File: config.mk
export PLATFORM = sky130hd
export DESIGN_NAME = drdo_fifo
export DESIGN_NICKNAME = d
export VERILOG_FILES = /design/src/assert_macros.svh /design/src/drdo_pkg.sv /design/src/drdo_fifo.sv
export SDC_FILE = /design/constraint.sdc
export NUM_CORES = 1
export LEC_CHECK = 0
export BUFFER_PORTS_ARGS = -buffer_cell sky130_fd_sc_hd__buf_4
export CAP_MARGIN = 20
export CORE_UTILIZATION = 54
export CTS_BUF_LIST = sky130_fd_sc_hd__clkbuf_8
export DETAILED_ROUTE_END_ITERATION = 10
export GPL_TIMING_DRIVEN = 0
export PLACE_DENSITY = 0.92
export SETUP_SLACK_MARGIN = 0.3
export SLEW_MARGIN = 5
export SYNTH_ARGS = -nofsm -noshare
export SYNTH_HDL_FRONTEND = slang
export SYNTH_SLANG_ARGS = --single-unit
File: constraint.sdc
create_clock -name clk_i -period 4.4 [get_ports clk_i]
set_input_delay 0.66 -clock clk_i [delete_from_list [all_inputs] [get_ports clk_i]]
set_output_delay 0.66 -clock clk_i [all_outputs]
set_load 0.005 [all_outputs]
File: src/assert_macros.svh
// Assertion helpers used by the RTL top level.
`ifndef ASSERT_MACROS_SVH
`define ASSERT_MACROS_SVH

// Check a property on every rising clock edge while out of reset.
`define ASSERT_CLK(label, clk, rst_n, prop, msg) \
  label: assert property (@(posedge clk) disable iff (!rst_n) (prop)) \
    else $error(msg);

// Flag a condition that must never be seen on a clock edge.
`define ASSERT_NEVER(label, clk, rst_n, cond, msg) \
  `ASSERT_CLK(label, clk, rst_n, !(cond), msg)

`endif

File: src/drdo_pkg.sv
`timescale 1ns / 1ps
`default_nettype none

package drdo_pkg;

  localparam int SINE_ENTRIES_DEF = 256;

  localparam int TIME_W = 32;
  localparam int MAG_W  = 16;
  localparam int SINE_W = 16;
  localparam int POS_W  = 48;
  localparam int HEAD_W = 16;
  localparam int HACC_W = 32;

  // product widths: |speed|*|sin|, |speed|*dt, |speed|*|sin|*dt
  localparam int PSC_W = MAG_W + SINE_W - 1;
  localparam int PDT_W = MAG_W + TIME_W;
  localparam int MXY_W = PSC_W + TIME_W;

  // position deltas and sums before saturation
  localparam int DELTA_W = POS_W + 2;

  // x/y: 2/1e6 = 1/500000 = 2^-5/15625; distance and heading: 65536/1e6 = 1024/15625
  localparam int X_SHIFT   = 5;
  localparam int D_DIVISOR = 15625;
  localparam int D_SHIFT   = 10;

  // floor(n / D_DIVISOR) = (n * D_RECIP) >> DIV_SHIFT for every n below 2^DIV_W,
  // with D_RECIP the reciprocal rounded up
  localparam int DIV_W      = 58;
  localparam int DIV_HALF_W = DIV_W / 2;
  localparam int DIV_SHIFT  = DIV_W + $clog2(D_DIVISOR);
  localparam int RCP_W      = 60;
  localparam int RCP_HALF_W = RCP_W / 2;
  localparam logic [RCP_W-1:0] D_RECIP =
    RCP_W'((128'd1 << DIV_SHIFT) / 128'(D_DIVISOR) + 128'd1);
  localparam int ACC_W      = DIV_W + RCP_W;
  localparam int QUO_W      = ACC_W - DIV_SHIFT;

  // one partial product of the reciprocal multiply per step
  localparam int DIV_CYCLES = 4;
  localparam int DIV_CNT_W  = $clog2(DIV_CYCLES);

  localparam int QUEUE_DEPTH = 2;

  localparam longint HALF_PI_Q30 = 64'sd1686629713;
  localparam longint ONE_Q30     = 64'sd1073741824;
  localparam longint TAYLOR_DIV [7] = '{64'sd6, 64'sd20, 64'sd42, 64'sd72,
                                       64'sd110, 64'sd156, 64'sd210};

  typedef struct packed {
    logic [TIME_W-1:0] dt;
    logic [MAG_W-1:0]  speed_mag;
    logic              speed_neg;
    logic [MAG_W-1:0]  rate_mag;
    logic              rate_neg;
  } item_t;

  typedef struct packed {
    logic full;
    logic empty;
  } queue_status_t;

  typedef enum logic [2:0] {
    B_IDLE,
    B_MUL1,
    B_MUL2,
    B_DIV,
    B_UPD
  } back_state_e;

  // Q15 sine of a Q30 angle: truncating Taylor sum up to x^15, rounded half up.
  function automatic logic [SINE_W-1:0] sine_entry(input longint x);
    longint x2;
    longint term;
    longint sum;
    longint v;
    x2   = (x * x) >>> 30;
    term = x;
    sum  = x;
    for (int k = 0; k < 7; k++) begin
      term = -(term * x2) / ONE_Q30;
      term = term / TAYLOR_DIV[k];
      sum  = sum + term;
    end
    if (sum < 0) sum = 0;
    if (sum > ONE_Q30) sum = ONE_Q30;
    v = (sum * 32767 + ONE_Q30 / 2) >>> 30;
    if (v > 32767) v = 32767;
    return SINE_W'(v);
  endfunction

endpackage

`default_nettype wire

File: src/drdo_fifo.sv
`timescale 1ns / 1ps
`default_nettype none

module drdo_fifo (
  input  logic                    clk_i,
  input  logic                    rst_ni,
  input  logic                    push_i,
  input  drdo_pkg::item_t         item_i,
  input  logic                    pop_i,
  output drdo_pkg::item_t         item_o,
  output drdo_pkg::queue_status_t status_o
);

  localparam int PTR_W = (drdo_pkg::QUEUE_DEPTH > 1) ? $clog2(drdo_pkg::QUEUE_DEPTH) : 1;
  localparam int CNT_W = $clog2(drdo_pkg::QUEUE_DEPTH + 1);
  localparam logic [PTR_W-1:0] PTR_LAST = PTR_W'(drdo_pkg::QUEUE_DEPTH - 1);

  drdo_pkg::item_t   entry_q [drdo_pkg::QUEUE_DEPTH];
  logic [PTR_W-1:0]  wr_ptr_q, wr_ptr_d;
  logic [PTR_W-1:0]  rd_ptr_q, rd_ptr_d;
  logic [CNT_W-1:0]  count_q, count_d;

  assign status_o.full  = (count_q == CNT_W'(drdo_pkg::QUEUE_DEPTH));
  assign status_o.empty = (count_q == '0);
  assign item_o         = entry_q[rd_ptr_q];

  always_comb begin
    wr_ptr_d = wr_ptr_q;
    rd_ptr_d = rd_ptr_q;
    count_d  = count_q;
    if (push_i) begin
      wr_ptr_d = (wr_ptr_q == PTR_LAST) ? '0 : wr_ptr_q + 1'b1;
    end
    if (pop_i) begin
      rd_ptr_d = (rd_ptr_q == PTR_LAST) ? '0 : rd_ptr_q + 1'b1;
    end
    if (push_i && !pop_i) begin
      count_d = count_q + 1'b1;
    end else if (pop_i && !push_i) begin
      count_d = count_q - 1'b1;
    end
  end

  always_ff @(posedge clk_i) begin
    if (push_i) begin
      entry_q[wr_ptr_q] <= item_i;
    end
  end

  always_ff @(posedge clk_i or negedge rst_ni) begin
    if (!rst_ni) begin
      wr_ptr_q <= '0;
      rd_ptr_q <= '0;
      count_q  <= '0;
    end else begin
      wr_ptr_q <= wr_ptr_d;
      rd_ptr_q <= rd_ptr_d;
      count_q  <= count_d;
    end
  end

endmodule

`default_nettype wire

# ---- Word-level counts from Yosys, hierarchy flattened
# Memories as Yosys holds them, arrays and structs flattened.
# Cells that the tools add are included.
dict set report classes {
  mux 6
  n_addsub 4
  eq_ne 1
  reduce_logical 6
}
# op count
set ops {}
lappend ops {{$mux 1} 4}
lappend ops {{$mux 2} 2}
lappend ops {{$add 1x1->1 const B} 2}
lappend ops {{$add 2x1->2 const B} 1}
lappend ops {{$eq 2x2->1 const B} 1}
lappend ops {{$logic_and 1x1->1} 2}
lappend ops {{$logic_not 1->1} 2}
lappend ops {{$logic_not 2->1} 1}
lappend ops {{$reduce_bool 2->1} 1}
lappend ops {{$sub 2x1->2 const B} 1}
dict set report word_totals {
  in_bits 70
  mem_count 1
  ramBits 132
  out_inout_bits 68
  register_bits 4
}
# name words word_bits rd rd_clocked_by_memory_dff wr line
set memory_table {}
lappend memory_table {entry_q 2 66 1 0 1 drdo_fifo.sv:18} ;# drdo_pkg::item_t entry_q [drdo_pkg::QUEUE_DEPTH];

# ---- Logic depth before layout (Yosys ltp)
# Gate-level depths: netlist of run 1.
dict set report depth {
  word_depth 4
  mapped_depth 5
  ltp_nobuf 5
}

# ---- Least setup slack after synthesis of run 1
# OpenSTA, ideal clock, no wires.
dict set report synth_path {
  path_type {in2reg}
  startpoint {in push_i}
  endpoint {mem entry_q[0][0] (netlist name) (enable)}
  t_required_ps 3902
  arrival_ps 3560
  setup_slack_ps 342
  setup_ps 498
  stages 1
  path_cell_list {nor2b_1}
}
dict set report synth_via {
  elab_chain_cells 2
}
# item line
set synth_lines {}
lappend synth_lines {{start: declaration} drdo_fifo.sv:7} ;# input logic push_i,
lappend synth_lines {{$mux 1} drdo_fifo.sv:45} ;# if (push_i) begin
lappend synth_lines {{$mux 1 (not written as such)} drdo_fifo.sv:46} ;# entry_q[wr_ptr_q] <= item_i;
lappend synth_lines {{end: declaration} drdo_fifo.sv:18}
# Every way passes these cells.

==> results of run 1 <==
## Yosys cell counts
cell type  instances  share of area
mux2_4            30          0.089
nor2_1             2         0.0015
and2_1             1         0.0012
ha_1               1         0.0025
xnor2_1            1         0.0017
xor2_1             4         0.0069
nor2b_1            2         0.0025
buf_6              3         0.0067
mux2_2            36          0.080
dfrtp_1            4          0.020
inv_1              1        0.00074
buf_2              3         0.0030
edfxtp_1         132           0.78
buf_4              1         0.0015
## per-layer routing
layer  wire [um]  global-route usage
met2        4739              0.3265
met5           0                   0
met4          17             0.06889
met3         628             0.07376
met1        3238              0.2075
## final cells by class
class | count | area share
Buffer | 7 | 0.008344
Clock buffer | 17 | 0.03467
Clock inverter | 12 | 0.03004
Inverter | 1 | 0.0005563
Multi-Input combinational cell | 77 | 0.1406
Sequential cell | 136 | 0.6023
Tap cell | 108 | 0.02003
Timing Repair Buffer | 140 | 0.1635
## logic make-up after synthesis
kind of cell | Yosys count | synth area share
xor gates and xnor gates | 5 | 0.008650
DFF | 136 | 0.8028
adders and majority gates | 1 | 0.002471
buffers and inverters | 8 | 0.01186
muxes | 66 | 0.1691
and+or+nand+nor | 5 | 0.005191
## power by group through the flow
stage	registers [mW]	clock network (mW)	logic, mW
after floorplan	1.81	0	0.713
after global placement	1.84	0	1.26
after detailed placement	1.82	0	1.34
after CTS	1.80	1.14	1.34
after global routing	1.82	1.19	1.41
final	1.79	1.12	1.32
## sequential cells by signal, summed over array words and instances, names as in the netlist
name      flops
wr_ptr_q      1
count_q       2
entry_q     132
rd_ptr_q      1
## per-stage QoR
stage	cell area, um2	instances	util
6_report	6748	498	0.7589
3_5_place_dp	6311	469	0.7098
2_1_floorplan	5062	221	-
5_1_grt	6748	498	0.7589
3_3_place_gp	6226	466	0.7003
4_1_cts	6748	498	0.7589
## worst paths after layout
path                             endpoint  depth (start not counted)  startpoint
max                            item_o[15]                          4    rd_ptr_q
max in group asynchronous        wr_ptr_q                          1      rst_ni
min in group clk_i          entry_q[1][9]                          1   item_i[9]
min                            count_q[0]                          1      rst_ni
min reg2reg                    count_q[1]                          1  count_q[1]
max reg2reg                entry_q[0][32]                          2    wr_ptr_q
==> impl_metrics.json, run 1 <==
{
  "status": "completed",
  "critical_path_required_ns": 3.74,
  "ios": 138,
  "timing_worst_setup_path_type": "reg2out",
  "final_max_slew_viol_count": 0,
  "crit_chain": "buf_4 > buf_6 > mux2_4 > buf_4",
  "cp_max_fo": 10,
  "worst_pin_slew_ns": 0.7506,
  "cp-start-kind": "flop",
  "fin_tns_setup_ns": 0,
  "core_um2": 8891,
  "cp-end-kind": "output pin",
  "insertion_delay_ns": 0.41,
  "dp_worst_setup_slack_ns": 2.388,
  "drt-wirelength-per-cell_um": 17.32,
  "yosys_warnings": 0,
  "drcViolationCount": 0,
  "hpwl_mm": 5.989,
  "routed_wl_mm": 8.623,
  "first_iter_violations": 112,
  "clock_path_buffers": 2,
  "drive_gt1_frac": 0.6256,
  "layout.nets": 451,
  "cts_tree": "yes",
  "grt-ovfl-total": 0,
  "critPathSlowestCell": "dfrtp_1",
  "grt_use_total": 0.1872,
  "maxCapViolCount": 0,
  "ys_seq_area_frac": 0.8028,
  "syn_area_per_cell_um2": 22.91,
  "antenna_left": 0,
  "initial_utilization": 0.5694,
  "path_common_cell": "buf_4",
  "cp_num_buf_inv": 3,
  "critical_path.top_delay_family": "buffers and inverters",
  "vdd_drop_max_mv": 0.4391,
  "viasPerCell": 5.064,
  "drt_first_pass_iters": 4,
  "post_cts_buffers": 0,
  "p_leak_nw": 2.669,
  "power.density_nw_per_um2": 626.4,
  "die_y_um": 98.83,
  "synth_area_um2": 5062,
  "clk_pin_slew_ns": 0.07,
  "cts-htree-levels": 4,
  "p_seq_frac": 0.424,
  "die-area_um2": 9766,
  "n_fill_cell": 506,
  "synthCells": 221,
  "num_antenna_cells": 0,
  "synth_fp_nets": 292,
  "p_int_mw": 3.168,
  "clkPwrFrac": 0.264,
  "power.share.switching": 0.2505,
  "gp_congestion": 0.6515,
  "whs_ns": 0.04208,
  "rows": 34,
  "power_mw": 4.227,
  "cpPeakStageDelay_ns": 0.41,
  "port_buffers": 137,
  "register_area_um2": 4064,
  "rsz0062_at_grt": "false",
  "setup_viol": 0,
  "arrival_ns": 1.72,
  "cts_buffers": 17,
  "mostFrequentLayoutCells": "buf_4 (138), edfxtp_1 (132), mux2_2 (36)",
  "multi_input_area_um2": 948.4,
  "hold_class": "in2async",
  "final_common_cell": "buf_4",
  "timing.fmax_mhz": 420.7,
  "hold_buffers": 0,
  "via_count": 2522,
  "ys_ff_latch": 136,
  "fin_ws_ns": 2.023,
  "area_growth_pct": 33.29,
  "hold_violations": 0,
  "min_period_ns": 2.377,
  "regToRegSetupSlack_ns": 2.78,
  "cts_root_buffer": "clkbuf_8",
  "clkSinkCount": 136,
  "fin_skew_ns": 0.009440,
  "combPwrFrac": 0.312,
  "ctsResizeCount": 0,
  "switching_power_mw": 1.059,
  "final.period_utilization": 0.5402,
  "grt_start_max_net_pins": 36,
  "grt_pass1_vias": 2740,
  "slew-limit-headroom": 0.4986,
  "grt_pass1_wl_mm": 13.25,
  "synth.distinct_cells": 14,
  "antenna_found_initial": 0,
  "die_x_um": 98.83
}
(Power assumes the default switching activity.)
==> run 2: changes to the inputs <==
CORE_UTILIZATION = 49   (was 54)
PLACE_DENSITY = 0.88   (was 0.92)
clock period = 2.03 ns   (was 4.4 ns; I/O delays follow)
==> run 2 against run 1 <==
Compared with the run above:
- non-clock buffer count up 6
- final cell count up 6.8%
- clock power up 82%
- critical path depth unchanged
- total power up 110%
- design area up 1.4%
- setup slack worse by 1.9 ns
- register-to-register slack worse by 2.3 ns
- largest cell class unchanged
==> impl_metrics.json, run 2 (synthesis results as in run 1) <==
{
  "cp_num_buf_inv": 3,
  "insertion_delay_ns": 0.41,
  "cp_max_fo": 7,
  "drcViolationCount": 0,
  "cts_tree": "yes",
  "ios": 138,
  "cts_root_buffer": "clkbuf_8",
  "worst_pin_slew_ns": 0.6606,
  "num_antenna_cells": 0,
  "reg_top3": "entry_q x132, count_q x2",
  "maxCapViolCount": 0,
  "largest_register_ffs": 132,
  "gp_congestion": 0.6955,
  "routed-wl-met2_mm": 4.684,
  "multi_input_area_um2": 948.4,
  "vdd_drop_max_mv": 0.8856,
  "port_buffers": 137,
  "power.density_nw_per_um2": 1325,
  "core_um2": 9910,
  "die_y_um": 103.6,
  "grt_start_max_net_pins": 44,
  "area_growth_pct": 35.15,
  "grt_pass1_wl_mm": 13.98,
  "n_fill_cell": 662,
  "viasPerCell": 4.769,
  "timing.fmax_mhz": 533.6,
  "antenna_left": 0,
  "cp-end-kind": "output pin",
  "grt_pass1_vias": 2850,
  "rsz0062_at_grt": "true",
  "critical_path.top_delay_family": "buffers and inverters",
  "p_leak_nw": 2.697,
  "drt-wirelength-per-cell_um": 16.64,
  "clk_pin_slew_ns": 0.08,
  "drive_gt1_frac": 0.6165,
  "hold_violations": 0,
  "grt-ovfl-total": 0,
  "antenna_found_initial": 0,
  "mostFrequentLayoutCells": "buf_4 (139), edfxtp_1 (132), mux2_2 (36)",
  "grt_use_total": 0.1737,
  "cts-htree-levels": 4,
  "fin_util": 0.6904,
  "final.period_utilization": 0.9231,
  "die_x_um": 103.6,
  "final_max_slew_viol_count": 0,
  "fin_skew_ns": 0.006128,
  "routed-wl-met3_um": 516,
  "maxUsedRoutingLayer": "met4",
  "power_mw": 9.065,
  "setup_viol": 0,
  "first_iter_violations": 72,
  "clkSinkCount": 136,
  "initial_utilization": 0.5109,
  "min_period_ns": 1.874,
  "via_count": 2537,
  "arrival_ns": 1.57,
  "crit_chain": "buf_6 > buf_6 > mux2_2 > buf_4",
  "status": "completed",
  "critPathSlowestCell": "dfrtp_1",
  "critical_path_required_ns": 1.73,
  "die-area_um2": 10740,
  "final_common_cell": "buf_4",
  "drt_first_pass_iters": 4,
  "register_area_um2": 4064,
  "rows": 36,
  "drt-met1-wl_mm": 3.537,
  "layout.nets": 457,
  "path_common_cell": "buf_6",
  "cp-start-kind": "flop",
  "timing_worst_setup_path_type": "reg2out",
  "routed_wl_mm": 8.852,
  "slew-limit-headroom": 0.5586,
  "hold_class": "in2reg",
  "cts_buffers": 17,
  "cpPeakStageDelay_ns": 0.36,
  "clock_path_buffers": 2,
  "hpwl_mm": 5.932,
  "regMostFlops": "entry_q",
  "whs_ns": 0.07133
}
==> run 2: cell types whose count changed in the layout (fill, tap and decap cells not counted) <==
| cell | change |
|---|---|
| bufinv_16 | -3 |
| clkinv_2 | -1 |
| buf_2 | -3 |
| buf_12 | +4 |
| buf_8 | +3 |
| clkinv_1 | +4 |
| clkinvlp_4 | +1 |
| inv_1 | +2 |
| buf_4 | +1 |
| dlygate4sd3_1 | +1 |
==> run 2: worst paths after layout <==
check | slack, ns | cells after the start | start | end
setup / recovery | 0.16 | 4 | rd_ptr_q | item_o[45]
setup reg to reg | 0.44 | 2 | wr_ptr_q | entry_q[0][62]
hold / removal | 0.07 | 1 | item_i[55] | entry_q[0][55]
min in group asynchronous | 0.23 | 2 | rst_ni | count_q[1]
hold reg to reg | 0.52 | 1 | count_q[1] | count_q[1]
max in group asynchronous | 1.70 | 2 | rst_ni | rd_ptr_q
==> run 2: what timing repair did <==
item,in CTS,in global routing
cloned,1,0
gates resized for setup,17,2
hold buffers,1,0
endpoints found under the setup margin,66,66
hold endpoints to repair,4,0
setup buffers,4,0
==> run 2: routing by layer <==
| layer | up-vias | GRT usage |
|---|---|---|
| li1 | 1200 | - |
| met1 | 1237 | 0.1962 |
| met2 | 91 | 0.3039 |
| met3 | 9 | 0.05916 |
| met4 | 0 | 0.06522 |
| met5 | - | 0 |
==> run 2: through the flow <==
step | TNS (ns) | cells | worst slack [ns] | area [um2]
2_1_floorplan | 0 | 221 | 0.2038 | 5071
3_3_place_gp | -26.81 | 491 | -0.3244 | 6266
3_5_place_dp | 0 | 494 | 0.3963 | 6335
4_1_cts | 0 | 532 | 0.1170 | 6834
5_1_grt | 0 | 532 | 0.05857 | 6842
6_report | 0 | 532 | 0.1561 | 6842
==> run 2: final cells by class <==
cell class / count / share of cell area
multi-input cells: 77 / 0.1386
clock inverters: 15 / 0.02012
well taps: 133 / 0.02432
flip-flops and latches: 136 / 0.5940
plain buffers: 7 / 0.01701
clock buffers: 17 / 0.03420
repair buffers: 146 / 0.1712
inverters: 1 / 0.0005486
==> run 2: power by group <==
group,internal (mW),switching (mW),total [mW]
Sequential,3.72,0.158,3.88
Combinational,1.93,1.22,3.14
Clock,1.07,0.968,2.04
Total,6.72,2.34,9.06
