[src/assert_macros.svh]
// Assertion helpers used by the RTL top level.
`ifndef ASSERT_MACROS_SVH
`define ASSERT_MACROS_SVH

// Check a property on every rising clock edge while out of reset.
`define ASSERT_CLK(label, clk, rst_n, prop, msg) \
  label: assert property (@(posedge clk) disable iff (!rst_n) (prop)) \
    else $error(msg);

// Flag a condition that must never be seen on a clock edge.
`define ASSERT_NEVER(label, clk, rst_n, cond, msg) \
  `ASSERT_CLK(label, clk, rst_n, !(cond), msg)

`endif

[src/drdo_pkg.sv]
`timescale 1ns / 1ps
`default_nettype none

package drdo_pkg;

  localparam int SINE_ENTRIES_DEF = 256;

  localparam int TIME_W = 32;
  localparam int MAG_W  = 16;
  localparam int SINE_W = 16;
  localparam int POS_W  = 48;
  localparam int HEAD_W = 16;
  localparam int HACC_W = 32;

  // product widths: |speed|*|sin|, |speed|*dt, |speed|*|sin|*dt
  localparam int PSC_W = MAG_W + SINE_W - 1;
  localparam int PDT_W = MAG_W + TIME_W;
  localparam int MXY_W = PSC_W + TIME_W;

  // position deltas and sums before saturation
  localparam int DELTA_W = POS_W + 2;

  // x/y: 2/1e6 = 1/500000 = 2^-5/15625; distance and heading: 65536/1e6 = 1024/15625
  localparam int X_SHIFT   = 5;
  localparam int D_DIVISOR = 15625;
  localparam int D_SHIFT   = 10;

  // floor(n / D_DIVISOR) = (n * D_RECIP) >> DIV_SHIFT for every n below 2^DIV_W,
  // with D_RECIP the reciprocal rounded up
  localparam int DIV_W      = 58;
  localparam int DIV_HALF_W = DIV_W / 2;
  localparam int DIV_SHIFT  = DIV_W + $clog2(D_DIVISOR);
  localparam int RCP_W      = 60;
  localparam int RCP_HALF_W = RCP_W / 2;
  localparam logic [RCP_W-1:0] D_RECIP =
    RCP_W'((128'd1 << DIV_SHIFT) / 128'(D_DIVISOR) + 128'd1);
  localparam int ACC_W      = DIV_W + RCP_W;
  localparam int QUO_W      = ACC_W - DIV_SHIFT;

  // one partial product of the reciprocal multiply per step
  localparam int DIV_CYCLES = 4;
  localparam int DIV_CNT_W  = $clog2(DIV_CYCLES);

  localparam int QUEUE_DEPTH = 2;

  localparam longint HALF_PI_Q30 = 64'sd1686629713;
  localparam longint ONE_Q30     = 64'sd1073741824;
  localparam longint TAYLOR_DIV [7] = '{64'sd6, 64'sd20, 64'sd42, 64'sd72,
                                       64'sd110, 64'sd156, 64'sd210};

  typedef struct packed {
    logic [TIME_W-1:0] dt;
    logic [MAG_W-1:0]  speed_mag;
    logic              speed_neg;
    logic [MAG_W-1:0]  rate_mag;
    logic              rate_neg;
  } item_t;

  typedef struct packed {
    logic full;
    logic empty;
  } queue_status_t;

  typedef enum logic [2:0] {
    B_IDLE,
    B_MUL1,
    B_MUL2,
    B_DIV,
    B_UPD
  } back_state_e;

  // Q15 sine of a Q30 angle: truncating Taylor sum up to x^15, rounded half up.
  function automatic logic [SINE_W-1:0] sine_entry(input longint x);
    longint x2;
    longint term;
    longint sum;
    longint v;
    x2   = (x * x) >>> 30;
    term = x;
    sum  = x;
    for (int k = 0; k < 7; k++) begin
      term = -(term * x2) / ONE_Q30;
      term = term / TAYLOR_DIV[k];
      sum  = sum + term;
    end
    if (sum < 0) sum = 0;
    if (sum > ONE_Q30) sum = ONE_Q30;
    v = (sum * 32767 + ONE_Q30 / 2) >>> 30;
    if (v > 32767) v = 32767;
    return SINE_W'(v);
  endfunction

endpackage

`default_nettype wire

[src/drdo_front.sv]
`timescale 1ns / 1ps
`default_nettype none

module drdo_front (
  input  logic                            clk_i,
  input  logic                            rst_ni,
  input  logic                            in_valid_i,
  output logic                            in_stall_o,
  input  logic [drdo_pkg::TIME_W-1:0]     now_us_i,
  input  logic signed [drdo_pkg::MAG_W-1:0] forward_speed_i,
  input  logic signed [drdo_pkg::MAG_W-1:0] turn_rate_i,
  input  drdo_pkg::queue_status_t         q_status_i,
  output logic                            q_push_o,
  output drdo_pkg::item_t                 q_item_o
);

  logic [drdo_pkg::TIME_W-1:0] last_q, last_d;

  assign in_stall_o = q_status_i.full;
  assign q_push_o   = in_valid_i && !q_status_i.full;

  // split each rate into magnitude and sign; dt wraps modulo 2^32
  always_comb begin
    q_item_o.dt        = now_us_i - last_q;
    q_item_o.speed_neg = forward_speed_i[drdo_pkg::MAG_W-1];
    q_item_o.speed_mag = forward_speed_i[drdo_pkg::MAG_W-1] ?
                         (~forward_speed_i + 16'd1) : forward_speed_i;
    q_item_o.rate_neg  = turn_rate_i[drdo_pkg::MAG_W-1];
    q_item_o.rate_mag  = turn_rate_i[drdo_pkg::MAG_W-1] ?
                         (~turn_rate_i + 16'd1) : turn_rate_i;
  end

  assign last_d = q_push_o ? now_us_i : last_q;

  always_ff @(posedge clk_i or negedge rst_ni) begin
    if (!rst_ni) begin
      last_q <= '0;
    end else begin
      last_q <= last_d;
    end
  end

endmodule

`default_nettype wire

[config.mk]
export PLATFORM = sky130hd
export DESIGN_NAME = drdo_front
export DESIGN_NICKNAME = d
export VERILOG_FILES = /design/src/assert_macros.svh /design/src/drdo_pkg.sv /design/src/drdo_front.sv
export SDC_FILE = /design/constraint.sdc
export NUM_CORES = 1
export LEC_CHECK = 0
export BUFFER_PORTS_ARGS = -buffer_cell sky130_fd_sc_hd__buf_2
export CELL_PAD_IN_SITES_DETAIL_PLACEMENT = 0
export CELL_PAD_IN_SITES_GLOBAL_PLACEMENT = 2
export CORE_MARGIN = 10
export CORE_UTILIZATION = 27
export CTS_CLUSTER_DIAMETER = 40
export DETAILED_ROUTE_END_ITERATION = 10
export GPL_TIMING_DRIVEN = 0
export PLACE_DENSITY = 0.79
export SLEW_MARGIN = 10
export SYNTH_ARGS = -nofsm -noshare
export SYNTH_HDL_FRONTEND = slang
export SYNTH_SLANG_ARGS = --single-unit
[constraint.sdc]
create_clock -name clk_i -period 3.2 [get_ports clk_i]
set_input_delay 0.16 -clock clk_i [delete_from_list [all_inputs] [get_ports clk_i]]
set_output_delay 0.16 -clock clk_i [all_outputs]
set_load 0.02 [all_outputs]
==> Yosys cells after proc, flatten, opt, wreduce, memory -nomap -nowiden <==
Cells that the tools add are included.
{ "classes": {"addsub": 3, "n_mux": 2, "bitwise_logic": 2, "reduce_logical": 2} }
{ "op_table": {"columns": ["cell", "n"], "rows": [
  ["adder 16 x 1 -> 16 bit (second input constant)", 2],
  ["2-to-1 mux 16 bit", 2],
  ["inverter 16 bit", 2],
  ["subtractor 32 bit", 1],
  ["logical AND 1 bit", 1],
  ["zero test 1 bit", 1]
]} }
{ "word_totals": {"regBits": 32, "input_bits": 69, "out_inout_bits": 68, "elab_cells": 10} }

==> Logic depth before layout (Yosys ltp) <==
Gate-level depths: netlist (run 1).
{ "logic_depth": {"ltp_word": 3, "depth_mapped": 10} }

==> Worst setup path after synthesis (run 1) <==
OpenSTA, ideal clock, no wires.
{ "synth_timing": {"kind": "register to output", "from": "reg last_q[0] (netlist bit)", "to": "out q_item_o[62] (netlist bit)", "arrival_time_ns": 2.449, "t_required_ns": 3.040, "setup_slack_ns": 0.591, "path_stages_with_launch": 10, "path_buffers": 0, "cell_sequence": "dfrtp_1 > ha_1 > fa_1 > nor2b_1 > o31ai_1 > a21oi_1 > a221oi_1 > o41a_1 > o21ai_0 > xor2_1"} }
{ "synth_rtl": {"columns": ["element", "line_no", "text"], "rows": [
  ["start: declaration", "drdo_front.sv:17", "logic [drdo_pkg::TIME_W-1:0] last_q, last_d;"],
  ["start signal: assignment", "drdo_front.sv:39", "last_q <= last_d;"],
  ["end: declaration", "drdo_front.sv:14", "output drdo_pkg::item_t q_item_o"]
]} }

==> flow_metrics.tcl, run 1 <==
set metrics [dict create \
    grt_start_max_net_pins 33 \
    drtIter0Drc 97 \
    ant_nets 0 \
    antennaDiodeCount 0 \
    crit_family "compound AO/OA/AOI/OAI gates" \
    critPathBufInv 2 \
    crit_type "flop to output pin" \
    power.leakage_uw 0.00219 \
    post_drt_wl_per_cell_um 14.8 \
    violations "negative hold slack" \
    status "complete, but fails checks" \
    crit_fanout 4 \
    syn_area_um2 3510 \
    grt_overflow 0 \
    crit_path_end "q_item_o[64]" \
    via_per_inst 4.81 \
    whs_ps -8.62 \
    row_count 41 \
    holdCritPathClass "input pin to async pin" \
    chipWidth_um 134 \
    synthTopCellsByArea "dfrtp_1 23%, ha_1 12%, xnor2_1 10%, o21ai_0 7.8%, nand2_1 7.0%" \
    synth.avg_cell_area_um2 7.61 \
    grt_pass1_vias 3801 \
    cp-start-kind "flop" \
    fin_skew_ps 0 \
    crit_chain "inv_1 -> ha_1 -> a21oi_2 -> o21ai_1 -> a221o_1 -> a221o_1 -> a41o_1 -> a31oi_2 -> xnor2_1 -> buf_2" \
    hold_viol 11 \
    slew_viol_final 0 \
    cp_slowest_cell "a221o_1" \
    drive_gt1_share_pct 28.4 \
    grtUsageTotal_pct 12.1 \
    finalPower_uw 2390 \
    r2r_end "last_q[31]$_DFFE_PN0P_" \
    setup_tns_ps 0 \
    crit_cells 10 \
    cts_buffers 5 \
    drv_cap 0 \
    fillCellCount 1365 \
    netlist.area_leader.share_pct 22.8 \
    ys_seq_area_share_pct 22.8 \
    area_growth_pct 32.0 \
    cts_tree "built" \
    ys_types 54 \
    drc 0 \
    final_core_util_pct 36.6 \
    cts_setup_buffers 0 \
    clk_pin_slew_worst_paths_ps 60 \
    cts-root-buf "clkbuf_16" \
    slowest_delay_ps 410 \
    synth_edf_count 0 \
    synth_fp_nets 564 \
    holdBufCountCts 0 \
    largest_reg_flops 32 \
    htreeDepth 2 \
    finalNetCount 705 \
    synthFlopType "dfrtp_1" \
    cp_common_cell "a221o_1" \
    crit_path_end_kind "output pin" \
    dr.pass1.iters 4 \
    fin_crit_sh_pct 96.0 \
    place_hpwl_um 9510 \
    preCtsSetupSlack_ps 216 \
    ir_worst_vdd_mv 0.324 \
    die_h_um 134 \
    finalSetupViolCount 0 \
    cts_buffer_depth 2 \
    die-area_um2 18000 \
    synthCells 461 \
    synth-warning-count 0 \
    reg_top3 "last_q x32" \
    ios 137 \
    r2r-start "last_q[31]$_DFFE_PN0P_" \
    drt-total-wl_um 11500 \
    layout_setup_ws_ps 130 \
    port_buffers 135 \
    ys_async_sr_fraction_pct 100 \
    clock_sinks 32 \
    slew_headroom_pct 44.2 \
    antenna_found_initial 0 \
    top_register "last_q" \
    synth_top_area_cell "dfrtp_1" \
    fmax_mhz 326 \
    ys_ff_latch 32 \
    power_density_nw_per_um2 515 \
    min_period_ps 3070 \
    vias 3729 \
    worstRegToRegCells 1 \
    gp_congestion 0.810 \
    grt_pass1_wl_um 18300 \
    worstPathRequired_ps 3040 \
    ff2ff_setup_slack_ps 2450 \
    critPathArrivalTime_ps 2910 \
    initial_core_util_pct 27.7 \
    coreArea_um2 12700 \
    tightest_slew_ps 837 \
    crit_path_start "last_q[7]$_DFFE_PN0P_" \
    clock_latency_ps 270 \
]
[cell families (layout without fill, tap and decap cells)]
family	Yosys count	in the layout	synth area share [%]
AOI/OAI and AO/OA	140	140	25.1
xor gates and xnor gates	53	53	13.2
adders and majority gates	34	34	12.3
buffers and inverters	62	204	7.20
DFF	32	32	22.8
muxes	2	2	0.642
and+or+nand+nor	138	138	18.7
[cell type report]
cell class	count	area [µm²]	area share (%)
buffer	16	80.1	1.73
multi-input combinational	367	2530	54.5
clock buffer	6	129	2.78
clock inverter	2	35.0	0.756
sequential	32	801	17.3
timing repair buffer	135	678	14.6
inverter	45	169	3.64
tap	172	215	4.64
[per-layer routing]
metal | part of all wire, % | global-route usage, % | wire [µm] | up-vias
li1 | - | - | - | 1904
met1 | 47 | 15.4 | 5380 | 1685
met2 | 43 | 19.5 | 4960 | 130
met3 | 8.8 | 4.11 | 1010 | 10
met4 | 0.99 | 2.24 | 113 | 0
met5 | 0 | 0 | 0 | -
[how the worst min path moves through the flow]
stage	depth (start not counted)	slack (ps)	end
after global placement	1	300	last_q[31]$_DFFE_PN0P_
after global routing	1	60	last_q[22]$_DFFE_PN0P_
after CTS	1	10	last_q[23]$_DFFE_PN0P_
after floorplan	0	-140	last_q[0]$_DFFE_PN0P_
after detailed placement	1	310	last_q[23]$_DFFE_PN0P_
final	1	-9	last_q[22]$_DFFE_PN0P_
[synthesized netlist by cell type, drive strengths merged (3+ instances only)]
cell type and instances:
o221ai 3, xnor2 40, buf 7, a21o 9, o21a 8, a21boi 3, nand2b 3, dfrtp 32
or3 5, o211ai 4, nand3 10, clkbuf 10, nor2b 4, ha 33, nor4 3, and2 3
and3 5, o31ai 7, nor3 6, nand2 65, a211oi 3, a221o 3, inv 45, o21ai 57
a21oi 23, a31oi 6, nor2 19, xor2 13, or4 4
[placed cells by master, fill, tap and decap left out, types with 4 or more instances in the layout]
| master | count |
|---|---|
| o21ai_0 | 54 |
| a21o_1 | 9 |
| dfrtp_1 | 32 |
| nor2_1 | 19 |
| clkbuf_16 | 5 |
| o21a_1 | 7 |
| ha_1 | 31 |
| nand3_1 | 10 |
| or3_1 | 5 |
| nand2_1 | 65 |
| clkbuf_1 | 10 |
| buf_2 | 135 |
| o31ai_1 | 5 |
| or4_1 | 4 |
| xor2_1 | 13 |
| nor3_1 | 6 |
| o211ai_1 | 4 |
| a31oi_1 | 4 |
| xnor2_1 | 40 |
| a21oi_2 | 5 |
| a21oi_1 | 18 |
| buf_4 | 6 |
| inv_1 | 45 |
| and3_1 | 5 |
[power breakdown]
part	total [µW]	switching (µW)	leakage, µW	internal, µW
Clock	540	174	0.0000808	366
Combinational	1370	860	0.00172	514
Sequential	471	14.5	0.000392	457
[through the flow]
step	hold WS [ps]	cell area, µm²	cells
finish	-8.62	4630	775
global route	55.3	4630	775
CTS	13.9	4570	776
detailed placement	311	4400	768
global placement	299	4400	768
floorplan	-136	3510	461
[what timing repair did]
action                     4_1_cts  5_1_grt
pin swaps                        0        3
setup endpoints to repair        2       10
resized for setup                2       17
No activity file was read; power rests on OpenSTA's default activity.
==> run 2, diff against run 1 <==
--- a/config.mk
+++ b/config.mk
@@ -13,7 +13,7 @@
 export CTS_CLUSTER_DIAMETER = 40
 export DETAILED_ROUTE_END_ITERATION = 10
 export GPL_TIMING_DRIVEN = 0
-export PLACE_DENSITY = 0.79
+export PLACE_DENSITY_LB_ADDON = 0.1
 export SLEW_MARGIN = 10
 export SYNTH_ARGS = -nofsm -noshare
 export SYNTH_HDL_FRONTEND = slang
==> constraint.sdc (replaced) <==
create_clock -name clk_i -period 3.2 [get_ports clk_i]
set_input_delay 0.48 -clock clk_i [delete_from_list [all_inputs] [get_ports clk_i]]
set_output_delay 0.48 -clock clk_i [all_outputs]
set_load 0.02 [all_outputs]
==> flow_metrics.tcl, run 2 (same netlist as run 1, synthesis figures left out) <==
set metrics [dict create \
    status "complete, but fails checks" \
    violations "negative setup slack" \
    cts_buffer_depth 2 \
    antennaDiodeCount 0 \
    grt_pass1_vias 4046 \
    largest_reg_flops 32 \
    ir_worst_vdd_mv 0.236 \
    row_count 41 \
    cts-root-buf "clkbuf_16" \
    preCtsSetupSlack_ps -418 \
    initial_core_util_pct 27.7 \
    fmax_mhz 306 \
    p_clk_share_pct 19.1 \
    hold_viol 0 \
    coreArea_um2 12700 \
    comb_power_share_pct 62.8 \
    holdCritPathClass "input pin to async pin" \
    cts_buffers 5 \
    r2r_end "last_q[0]$_DFFE_PN0P_" \
    vias 3772 \
    grt_start_max_net_pins 33 \
    area_growth_pct 46.7 \
    crit_path_end_kind "output pin" \
    place_hpwl_um 9680 \
    r2r-start "last_q[0]$_DFFE_PN0P_" \
    whs_ps 274 \
    clk_pin_slew_worst_paths_ps 60 \
    finalNetCount 718 \
    port_buffers 135 \
    worstPathRequired_ps 2720 \
    finalNonFillerCells 788 \
    finalSetupViolCount 2 \
    min_period_ps 3270 \
    fin_crit_sh_pct 102 \
    antenna_found_initial 0 \
    ff2ff_setup_slack_ps 2420 \
    via_per_inst 4.79 \
    drtIter0Drc 84 \
    sequentialPowerShare_pct 18.1 \
    grt_overflow 0 \
    power_density_nw_per_um2 508 \
    drv_cap 0 \
    rsz0062_at_grt "true" \
    cp-start-kind "flop" \
    drc 0 \
    slew_headroom_pct 48.3 \
    gp_congestion 0.792 \
    mostFrequentLayoutCells "126 x buf_2, 64 x nand2_1, 51 x o21ai_0" \
    top_register "last_q" \
    grtUsageTotal_pct 13.5 \
    post_drt_wl_per_cell_um 15.6 \
    cts_tree "built" \
    layout_setup_ws_ps -67.4 \
    final_common_cell "buf_2" \
    placedCellCount 768 \
    power.switching_uw 1150 \
    drive_gt1_share_pct 36.5 \
    die_h_um 134 \
    slew_viol_final 0 \
    ant_nets 0 \
    crit_fanout 3 \
    holdBufCountCts 0 \
    reg_top3 "last_q x32" \
    fin_skew_ps 0 \
    netSwitchingFraction_pct 43.9 \
    ios 137 \
    crit_type "flop to output pin" \
    chipWidth_um 134 \
    tightest_slew_ps 775 \
    dr.pass1.iters 4 \
    htreeDepth 2 \
    grt_pass1_wl_um 20400 \
    clock_sinks 32 \
    worstRegToRegCells 1 \
    power.leakage_uw 0.00230 \
    die-area_um2 18000 \
    clock_latency_ps 280 \
    internal_power_uw 1470 \
    critPathArrivalTime_ps 2790 \
    drt-total-wl_um 12300 \
]
-- run 2: cell types whose count changed in the layout (fill, tap and decap cells not counted), sizes merged --
| cell | change |
|---|---|
| buf | +14 |
| bufinv | -1 |
| clkinvlp | +1 |
| clkinv | -1 |
-- run 2: layout make-up --
cell class,count,area [µm²]
tap,172,215
clock inverter,1,7.51
inverter,45,169
clock buffer,7,143
timing repair buffer,149,818
multi-input combinational,367,2910
buffer,15,82.6
sequential,32,801
fill,1376,7520
-- run 2: worst max path at each step --
stage                            from            to  slack, ps  cells past startpoint
2_1_floorplan             now_us_i[0]  q_item_o[62]        110                     10
6_report        last_q[1]$_DFFE_PN0P_  q_item_o[65]        -70                     10
4_1_cts        last_q[18]$_DFFE_PN0P_  q_item_o[65]        -40                     11
3_3_place_gp              now_us_i[0]  q_item_o[50]       -450                     12
3_5_place_dp              now_us_i[0]  q_item_o[50]       -420                     12
5_1_grt         last_q[1]$_DFFE_PN0P_  q_item_o[65]       -160                     10
-- run 2: layer usage --
metal / global-route usage (%) / vias to the layer above / part of all wire [%]
li1: - / 1920 / -
met1: 15.9 / 1734 / 44
met2: 23.6 / 106 / 48
met3: 3.66 / 12 / 6.8
met4: 3.69 / 0 / 1.4
met5: 0 / - / 0
-- run 2: timing repair --
item                                    4_1_cts  5_1_grt
endpoints found under the setup margin       16       13
gates cloned                                  0        0
pin swaps                                    20       12
resized for setup                            84       15
setup buffers                                13        1
-- run 2: worst max-delay path, cell delays in order, from the launching register on --
cell,delay [ps]
dfrtp_1,360
inv_2,60
ha_4,260
nor2b_4,180
o2111ai_4,180
a31oi_4,260
o21a_4,170
a21oi_4,70
a221o_1,290
or4_4,530
buf_6,150
-- run 2: per-stage QoR --
| stage | utilization, % | cell area [µm²] | total power (µW) | setup TNS, ps |
|---|---|---|---|---|
| final | 40.6 | 5150 | 2610 | -122 |
| after global routing | 40.6 | 5150 | 2810 | -750 |
| after CTS | 40.1 | 5080 | 2610 | -70.7 |
| after detailed placement | 34.7 | 4400 | 1840 | -2880 |
| after global placement | 34.7 | 4400 | 1840 | -3200 |
| after floorplan | - | 3510 | 1390 | 0 |
-- run 2: power groups by stage --
stage | Sequential (µW) | Combinational (µW) | Clock (µW)
finish | 473 | 1640 | 499
global route | 479 | 1800 | 532
CTS | 474 | 1620 | 516
detailed placement | 479 | 1360 | 0
global placement | 478 | 1360 | 0
floorplan | 475 | 912 | 0
==> run 3, diff against run 2 <==
--- a/config.mk
+++ b/config.mk
@@ -6,7 +6,7 @@
 export NUM_CORES = 1
 export LEC_CHECK = 0
 export BUFFER_PORTS_ARGS = -buffer_cell sky130_fd_sc_hd__buf_2
-export CELL_PAD_IN_SITES_DETAIL_PLACEMENT = 0
+export CELL_PAD_IN_SITES_DETAIL_PLACEMENT = 2
 export CELL_PAD_IN_SITES_GLOBAL_PLACEMENT = 2
 export CORE_MARGIN = 10
 export CORE_UTILIZATION = 27
==> flow_metrics.tcl, run 3 (same netlist as run 1, synthesis figures left out) <==
set metrics [dict create \
    cp_slowest_cell "or4_4" \
    power.leakage_uw 0.00235 \
    crit_family "compound AO/OA/AOI/OAI gates" \
    finalInstanceArea_um2 5250 \
    drc 0 \
    drtIter0Drc 68 \
    place_area_um2 4400 \
    preCtsSetupSlack_ps -414 \
    layout_setup_ws_ps -71.2 \
    final_common_cell "buf_2" \
    netSwitchingFraction_pct 44.1 \
    drv_cap 0 \
    status "complete, but fails checks" \
    whs_ps 291 \
    fin_skew_ps 0 \
    top_register "last_q" \
    finalPower_uw 2770 \
    finalSetupViolCount 4 \
    largest_reg_flops 32 \
    comb_power_share_pct 62.5 \
    worstPathRequired_ps 2720 \
    gp_congestion 0.792 \
    crit_type "flop to output pin" \
    grt_start_max_net_pins 33 \
    dr.pass1.iters 4 \
    chipWidth_um 134 \
    antennaDiodeCount 0 \
    grt_pass1_wl_um 22300 \
    sequentialPowerShare_pct 17.2 \
    place_hpwl_um 11100 \
    cts_buffers 5 \
    grt_pass1_vias 4453 \
    power.switching_uw 1220 \
    row_count 41 \
    die-area_um2 18000 \
    clock_latency_ps 280 \
    final_core_util_pct 41.4 \
    internal_power_uw 1550 \
    reg_top3 "last_q x32" \
    port_buffers 135 \
    p_clk_share_pct 20.3 \
    slew_headroom_pct 45.0 \
    die_h_um 134 \
    drt-total-wl_um 14800 \
    min_period_ps 3270 \
    drive_gt1_share_pct 38.4 \
    mostFrequentLayoutCells "126 x buf_2, 63 x nand2_1, 51 x o21ai_0" \
    critPathBufInv 2 \
    htreeDepth 2 \
    vias 4022 \
    holdBufCountCts 0 \
    holdCritPathClass "input pin to async pin" \
    clock_sinks 32 \
    fin_crit_sh_pct 102 \
    crit_chain "inv_1 -> ha_2 -> o21a_1 -> o211ai_1 -> a31oi_4 -> o21a_4 -> a21oi_4 -> a221o_1 -> or4_4 -> buf_6" \
    slew_viol_final 0 \
    ant_nets 0 \
    hold_viol 0 \
    fmax_mhz 306 \
    clk_pin_slew_worst_paths_ps 60 \
    grtUsageTotal_pct 15.0 \
    initial_core_util_pct 27.7 \
    ir_worst_vdd_mv 0.208 \
    coreArea_um2 12700 \
    tightest_slew_ps 824 \
    post_drt_wl_per_cell_um 18.6 \
    cts-root-buf "clkbuf_16" \
    cts_buffer_depth 2 \
    power_density_nw_per_um2 527 \
    antenna_found_initial 0 \
    cts_tree "built" \
    crit_path_end_kind "output pin" \
    cp-start-kind "flop" \
    crit_fanout 5 \
    via_per_inst 5.07 \
    violations "negative setup slack" \
    slowest_delay_ps 420 \
    grt_overflow 0 \
    rsz0062_at_grt "true" \
    ios 137 \
    finalNetCount 724 \
    area_growth_pct 49.5 \
    critPathArrivalTime_ps 2790 \
]
run 3: worst paths after layout:
| kind | from | slack, ps | cells after the start | to |
|---|---|---|---|---|
| hold / removal | rst_ni | 290 | 1 | last_q[1]$_DFFE_PN0P_ |
| hold reg to reg | last_q[25]$_DFFE_PN0P_ | 530 | 2 | last_q[25]$_DFFE_PN0P_ |
| setup reg to reg | last_q[0]$_DFFE_PN0P_ | 2410 | 1 | last_q[0]$_DFFE_PN0P_ |
| min in group clk_i | now_us_i[23] | 430 | 3 | last_q[23]$_DFFE_PN0P_ |
| max in group asynchronous | rst_ni | 2390 | 1 | last_q[21]$_DFFE_PN0P_ |
| setup / recovery | last_q[6]$_DFFE_PN0P_ | -70 | 10 | q_item_o[65] |
run 3: metal layers:
layer	wire length (µm)	vias up	GRT usage [%]
met5	0	-	0
met4	236	0	4.17
met3	804	19	4.03
met2	7650	109	26.7
met1	6110	1951	17.1
li1	-	1943	-
run 3: repair_timing:
item | 4_1_cts | 5_1_grt
cloned | 0 | 0
setup endpoints to repair | 16 | 15
resized for setup | 53 | 61
buffers inserted | 6 | 14
pin swaps | 15 | 30
run 3: power by group through the flow:
stage	clock network (µW)	logic [µW]	registers, µW
after floorplan	0	912	475
after global placement	0	1360	478
after detailed placement	0	1380	480
after CTS	580	1530	474
after global routing	597	1880	481
final	562	1730	475
run 3: through the flow:
step                TNS [ps]  std cells
floorplan                  0        461
global placement       -3200        768
detailed placement     -3130        768
CTS                     -785        781
global route           -1100        794
finish                  -196        794
run 3: area by class of cell:
| cell class | count | area [µm²] |
|---|---|---|
| Multi-Input combinational cell | 367 | 2960 |
| Sequential cell | 32 | 801 |
| Buffer | 15 | 82.6 |
| Inverter | 45 | 169 |
| Timing Repair Buffer | 155 | 860 |
| Tap cell | 172 | 215 |
| Clock inverter | 2 | 35.0 |
| Clock buffer | 6 | 129 |
| Fill cell | 1455 | 7420 |
